[src/hw/rtl/frfifo_pkg.sv]
// shared types, codes and constants of the framed ring fifo
package frfifo_pkg;

	// field widths
	localparam int OP_W       = 3;
	localparam int FLEN_W     = 16;
	localparam int BYTE_W     = 8;
	localparam int LIMIT_W    = 15;
	localparam int STATUS_W   = 2;
	localparam int COUNT_W    = 13;
	localparam int QL_W       = 13;
	localparam int TMO_W      = 16;
	localparam int LEN_W      = 17;
	localparam int CFG_IDX_W  = 1;
	localparam int CFG_DATA_W = 16;

	// defaults and limits
	localparam int RING_DEPTH_DEFAULT = 4096;
	localparam logic [QL_W-1:0]  QUEUE_LENGTH_MIN   = 13'd3;
	localparam logic [QL_W-1:0]  QUEUE_LENGTH_RESET = 13'd4096;
	localparam logic [TMO_W-1:0] TIMEOUT_RESET      = 16'd2000;
	localparam logic [TMO_W-1:0] AGE_MAX            = 16'hFFFF;
	localparam logic [LEN_W-1:0] HDR_BYTES          = 17'd2;

	// operation codes
	typedef enum logic [OP_W-1:0] {
		OP_WRITE_START = 3'd0,
		OP_WRITE_BYTE  = 3'd1,
		OP_READ_START  = 3'd2,
		OP_READ_BYTE   = 3'd3,
		OP_TICK        = 3'd4
	} op_t;

	// result status codes
	typedef enum logic [STATUS_W-1:0] {
		ST_OK     = 2'd0,
		ST_REJECT = 2'd1,
		ST_NONE   = 2'd2
	} status_t;

	// configuration register indexes
	typedef enum logic [CFG_IDX_W-1:0] {
		CFG_QUEUE_LENGTH  = 1'd0,
		CFG_TIMEOUT_TICKS = 1'd1
	} cfg_idx_t;

	// commands from the controller to the datapath
	typedef enum logic [3:0] {
		CMD_NONE,
		CMD_LOAD,
		CMD_SIMPLE,
		CMD_WALK_INIT,
		CMD_RD_POS,
		CMD_RD_POS1,
		CMD_STEP,
		CMD_HDR0,
		CMD_HDR1,
		CMD_FINISH
	} cmd_t;

	// status from the datapath to the controller
	typedef struct packed {
		logic need_walk;
		logic walk_go;
		logic start_hdr;
		logic out_free;
	} dp_status_t;

	typedef struct packed {
		logic [OP_W-1:0]    operation;
		logic [FLEN_W-1:0]  frame_length;
		logic [BYTE_W-1:0]  data_in;
		logic [LIMIT_W-1:0] read_limit;
	} item_t;

	typedef struct packed {
		logic [STATUS_W-1:0] status;
		logic [BYTE_W-1:0]   data_out;
		logic [COUNT_W-1:0]  byte_count;
		logic                last_byte;
		logic                store_cleared;
	} result_t;

endpackage

[src/hw/rtl/frfifo_ctrl.sv]
// controller state machine sequencing one transaction at a time
module frfifo_ctrl import frfifo_pkg::*; (
	input  logic       clk,
	input  logic       arst_n,
	input  logic       item_valid,
	output logic       item_ready,
	input  dp_status_t st,
	output cmd_t       cmd
);

	typedef enum logic [2:0] {
		S_IDLE,
		S_EXEC,
		S_CHECK,
		S_HI,
		S_LO,
		S_HDR1
	} state_t;

	state_t state_q;
	state_t state_n;

	// next state and command decode
	always_comb begin
		state_n    = state_q;
		cmd        = CMD_NONE;
		item_ready = 1'b0;
		unique case (state_q)
			S_IDLE: begin
				item_ready = 1'b1;
				if (item_valid) begin
					cmd     = CMD_LOAD;
					state_n = S_EXEC;
				end
			end
			S_EXEC: begin
				if (st.need_walk) begin
					cmd     = CMD_WALK_INIT;
					state_n = S_CHECK;
				end else if (st.out_free) begin
					cmd     = CMD_SIMPLE;
					state_n = S_IDLE;
				end
			end
			S_CHECK: begin
				if (st.walk_go) begin
					cmd     = CMD_RD_POS;
					state_n = S_HI;
				end else if (st.start_hdr) begin
					cmd     = CMD_HDR0;
					state_n = S_HDR1;
				end else if (st.out_free) begin
					cmd     = CMD_FINISH;
					state_n = S_IDLE;
				end
			end
			S_HI: begin
				cmd     = CMD_RD_POS1;
				state_n = S_LO;
			end
			S_LO: begin
				cmd     = CMD_STEP;
				state_n = S_CHECK;
			end
			S_HDR1: begin
				if (st.out_free) begin
					cmd     = CMD_HDR1;
					state_n = S_IDLE;
				end
			end
			default: begin
				state_n = S_IDLE;
			end
		endcase
	end

	// state register
	always_ff @(posedge clk or negedge arst_n) begin
		if (!arst_n) begin
			state_q <= S_IDLE;
		end else begin
			state_q <= state_n;
		end
	end

endmodule

[config.mk]
export PLATFORM = sky130hd
export DESIGN_NAME = frfifo_ctrl
export DESIGN_NICKNAME = d
export VERILOG_FILES = /design/src/hw/rtl/frfifo_pkg.sv /design/src/hw/rtl/frfifo_ctrl.sv
export SDC_FILE = /design/constraint.sdc
export NUM_CORES = 1
export LEC_CHECK = 0
export ABC_AREA = 1
export BUFFER_PORTS_ARGS = -buffer_cell sky130_fd_sc_hd__buf_4
export CAP_MARGIN = 20
export CORE_AREA = 3 3 40 42
export CTS_BUF_LIST = sky130_fd_sc_hd__clkbuf_16
export DETAILED_ROUTE_END_ITERATION = 10
export DIE_AREA = 0 0 43 45
export SETUP_SLACK_MARGIN = 0.05
export SLEW_MARGIN = 25
export SYNTH_ARGS = -nofsm -noshare
export SYNTH_HDL_FRONTEND = slang
export SYNTH_SLANG_ARGS = --single-unit
[constraint.sdc]
create_clock -name clk -period 2.5 [get_ports clk]
set_input_delay 0.125 -clock clk [delete_from_list [all_inputs] [get_ports clk]]
set_output_delay 0.125 -clock clk [all_outputs]
set_load 0.005 [all_outputs]
==> Flow_metrics.wiki <==
{| class="wikitable"
! Metric !! Value
|-
| Post-synth top area cell || dfrtp_1
|-
| Sequential share of the synthesized area || 0.279
|-
| Largest registers in the final layout || state_q x3
|-
| Clock latency on the worst-skew pair || 0.22 ns
|-
| Count of standard-cell rows || 13
|-
| Total wire length || 718 um
|-
| Clock-pin slew on the worst setup and hold paths || 0.03 ns
|-
| Outcome || complete, no violations
|-
| Drt drc || 0
|-
| Power share of the combinational group || 0.427
|-
| Highest achievable clock rate || 0.675 GHz
|-
| DR vias/cell || 4.39
|-
| Power dissipated by switching net loads || 210 uW
|-
| Net total in the final layout || 72
|-
| Buffers from clock root to sink, at most || 2
|-
| Count of maximum capacitance violations || 0
|-
| Count of buffer and inverter cells on the critical path || 1
|-
| Final setup slack of the worst path || 1.02 ns
|-
| Die height || 45 um
|-
| Via total after detailed routing || 347
|-
| Total of hold buffers inserted after clock tree synthesis || 1
|-
| Maximum number of pins on one net before global-route repair || 8
|-
| Mapped cell area || 269 sq um
|-
| PwrDens || 1330 nW/um^2
|-
| Initial antenna violation count || 0
|-
| Placement-stage cell area || 370 sq um
|-
| Register cell area after layout || 75.1 sq um
|-
| Number of setup violations in the final report || 0
|-
| Number of CTS-inserted buffers || 3
|-
| Routed length per placed instance || 9.09 um
|-
| Largest Register || state_q
|-
| Num Clock Sinks || 3
|-
| Final weighted congestion in routability-driven placement || 0.793
|-
| Horizontal extent of the die || 43 um
|-
| Number of search-and-repair iterations in the first detailed-routing pass || 4
|-
| Critical path capture point type || primary output
|-
| Share of total power consumed by net switching || 0.344
|-
| Path type of the worst setup path || reg -> out
|-
| Synthesized instance count || 48
|-
| WP data required || 2.38 ns
|-
| CTS H-tree depth || 1
|-
| Type of origin of the critical path || flip-flop
|-
| Number of cells upsized or downsized after cts || 0
|-
| Peak supply drop || 543 uV
|-
| Number of pins exceeding their max-slew limit in the final report || 0
|-
| Hold/Removal Path Class || in -> reg
|-
| Number of global-route vias before repair || 306
|-
| Top-Level Pins || 12
|-
| Power share of the clock group || 0.405
|-
| Setup fix buffers added after clock tree synthesis || 0
|-
| Family with the most delay on the worst path || flip-flops
|-
| Worst path cell trace || nor3_1 > nand3_1 > a21oi_1 > buf_4
|-
| Flip-flop and latch count after synthesis || 3
|-
| Internal power component || 402 uW
|-
| Post-route fraction of the period consumed by the critical path || 0.592
|-
| Shortest period the worst path allows || 1.48 ns
|-
| Synthesis Warnings || 0
|-
| Peak per-stage delay on the critical path || 0.43 ns
|-
| Post-Synthesis Mean Instance Area || 5.60 sq um
|-
| RSZ-0062 raised after global routing || no
|-
| Leakage Power || 0.000255 uW
|-
| Number of DRC violations after detailed-routing iteration 0 || 11
|-
| Area of all placed cells without fillers || 459 sq um
|-
| Netlist cell types || 13
|-
| Number of filler instances in the final layout || 140
|-
| Antenna Diode Count || 0
|-
| Ratio of cells with drive above 1 in the final layout || 0.250
|-
| Number of hold violations in the final report || 0
|-
| Pre-CTS setup slack || 1.27 ns
|-
| Clock Tree Root || clkbuf_16
|-
| Setup Skew || 0.000504 ns
|-
| Slew @ Worst Pin || 0.303 ns
|-
| Overall die area || 1940 sq um
|-
| Total Neg Setup Slack || 0 ns
|-
| Sequential share of power || 0.168
|-
| Critical path arrival || 1.36 ns
|-
| Mapped Nets || 55
|-
| Critical-path top delay cell || dfrtp_1
|-
| Combined area of the multi-input logic cells || 160 sq um
|-
| Clock tree from TritonCTS || built
|-
| Total gr overflow || 0
|-
| Critical path fanouts, max || 6
|-
| Slew Limit Headroom || 0.797
|-
| I/O Buffers || 11
|-
| Global-route wire length before repair || 1160 um
|-
| Number of flip-flops under the largest register name || 3
|-
| Total routing usage reported by global routing || 0.0833
|-
| Initial Util || 0.209
|-
| Area share of the largest cell type after synthesis || 0.279
|-
| Hpwl dp || 550 um
|-
| Placeable core region || 1280 sq um
|-
| Syn-to-layout area delta || 70.7%
|-
| Number of nets with antenna violations after detailed routing || 0
|-
| Ranking of synthesized cells by area || dfrtp_1, nand2_1, nand3_1
|}
## power groups by stage
stage          sequential [uW]  clock (uW)  combinational [uW]
6_report                   103         248                 261
4_1_cts                    103         252                 267
5_1_grt                    107         258                 297
3_3_place_gp               102           0                 265
2_1_floorplan             96.3           0                 155
3_5_place_dp               102           0                 263
## per-stage QoR
step                cells  hold WS, ns  utilization  total power, uW
detailed placement     74      -0.0840        0.288              365
finish                 79        0.166        0.357              612
floorplan              48       -0.171            -              252
global placement       74      -0.0842        0.288              366
CTS                    79        0.176        0.357              622
global route           79        0.192        0.357              662
## logic make-up (layout without fill, tap and decap cells)
family | count (synthesis) | count (layout) | synth area share
flip-flops | 3 | 3 | 0.279
AND/OR/NAND/NOR | 30 | 30 | 0.479
buffers and inverters | 9 | 25 | 0.126
AO/OA/AOI/OAI | 6 | 6 | 0.116
## final cells by class
cell class                 count  share of cell area
multi-input combinational     36               0.349
timing repair buffer          12               0.202
tap                           15              0.0409
clock inverter                 1             0.00817
sequential                     3               0.163
inverter                       9              0.0736
clock buffer                   3               0.163
## per-layer routing
layer	up-vias	part of all wire	global-route usage
li1	186	-	-
met1	152	0.46	0.0870
met2	9	0.48	0.138
met3	0	0.058	0.0359
met4	0	0	0.0542
met5	-	0	0
## path summary, 6_finish.rpt
path	startpoint	cells past startpoint	end	slack, ns
hold reg to reg	state_q[0]	2	state_q[2]	0.66
setup / recovery	state_q[2]	4	cmd[3]	1.02
hold / removal	item_valid	3	state_q[0]	0.17
max in group asynchronous	arst_n	2	state_q[0]	2.18
setup reg to reg	state_q[2]	3	state_q[2]	1.42
min in group asynchronous	arst_n	2	state_q[1]	0.23
## worst reg2reg max path, cell delays in order (launching register included)
cell	delay, ns
dfrtp_1	0.43
nor3_1	0.33
nand3_1	0.15
nand3_1	0.11
## Yosys cell counts
library cell / instances
nor2_2: 1
inv_2: 1
a31oi_1: 1
nand3_1: 7
o21ai_1: 1
dfrtp_1: 3
a21oi_1: 3
nor2_1: 8
nand2_1: 12
nor3_1: 1
inv_1: 8
o21ai_0: 1
nand3b_1: 1
## cells in the final DEF (no fill, tap or decap), drive strengths merged
| cell type | n |
|---|---|
| o21ai | 2 |
| inv | 10 |
| nand2 | 12 |
| a31oi | 1 |
| nor2 | 9 |
| buf | 11 |
| a21oi | 3 |
| dfrtp | 3 |
| dlygate4sd3 | 1 |
| nand3b | 1 |
| nor3 | 1 |
| clkbuf | 3 |
| nand3 | 7 |
(Power assumes the default switching activity.)
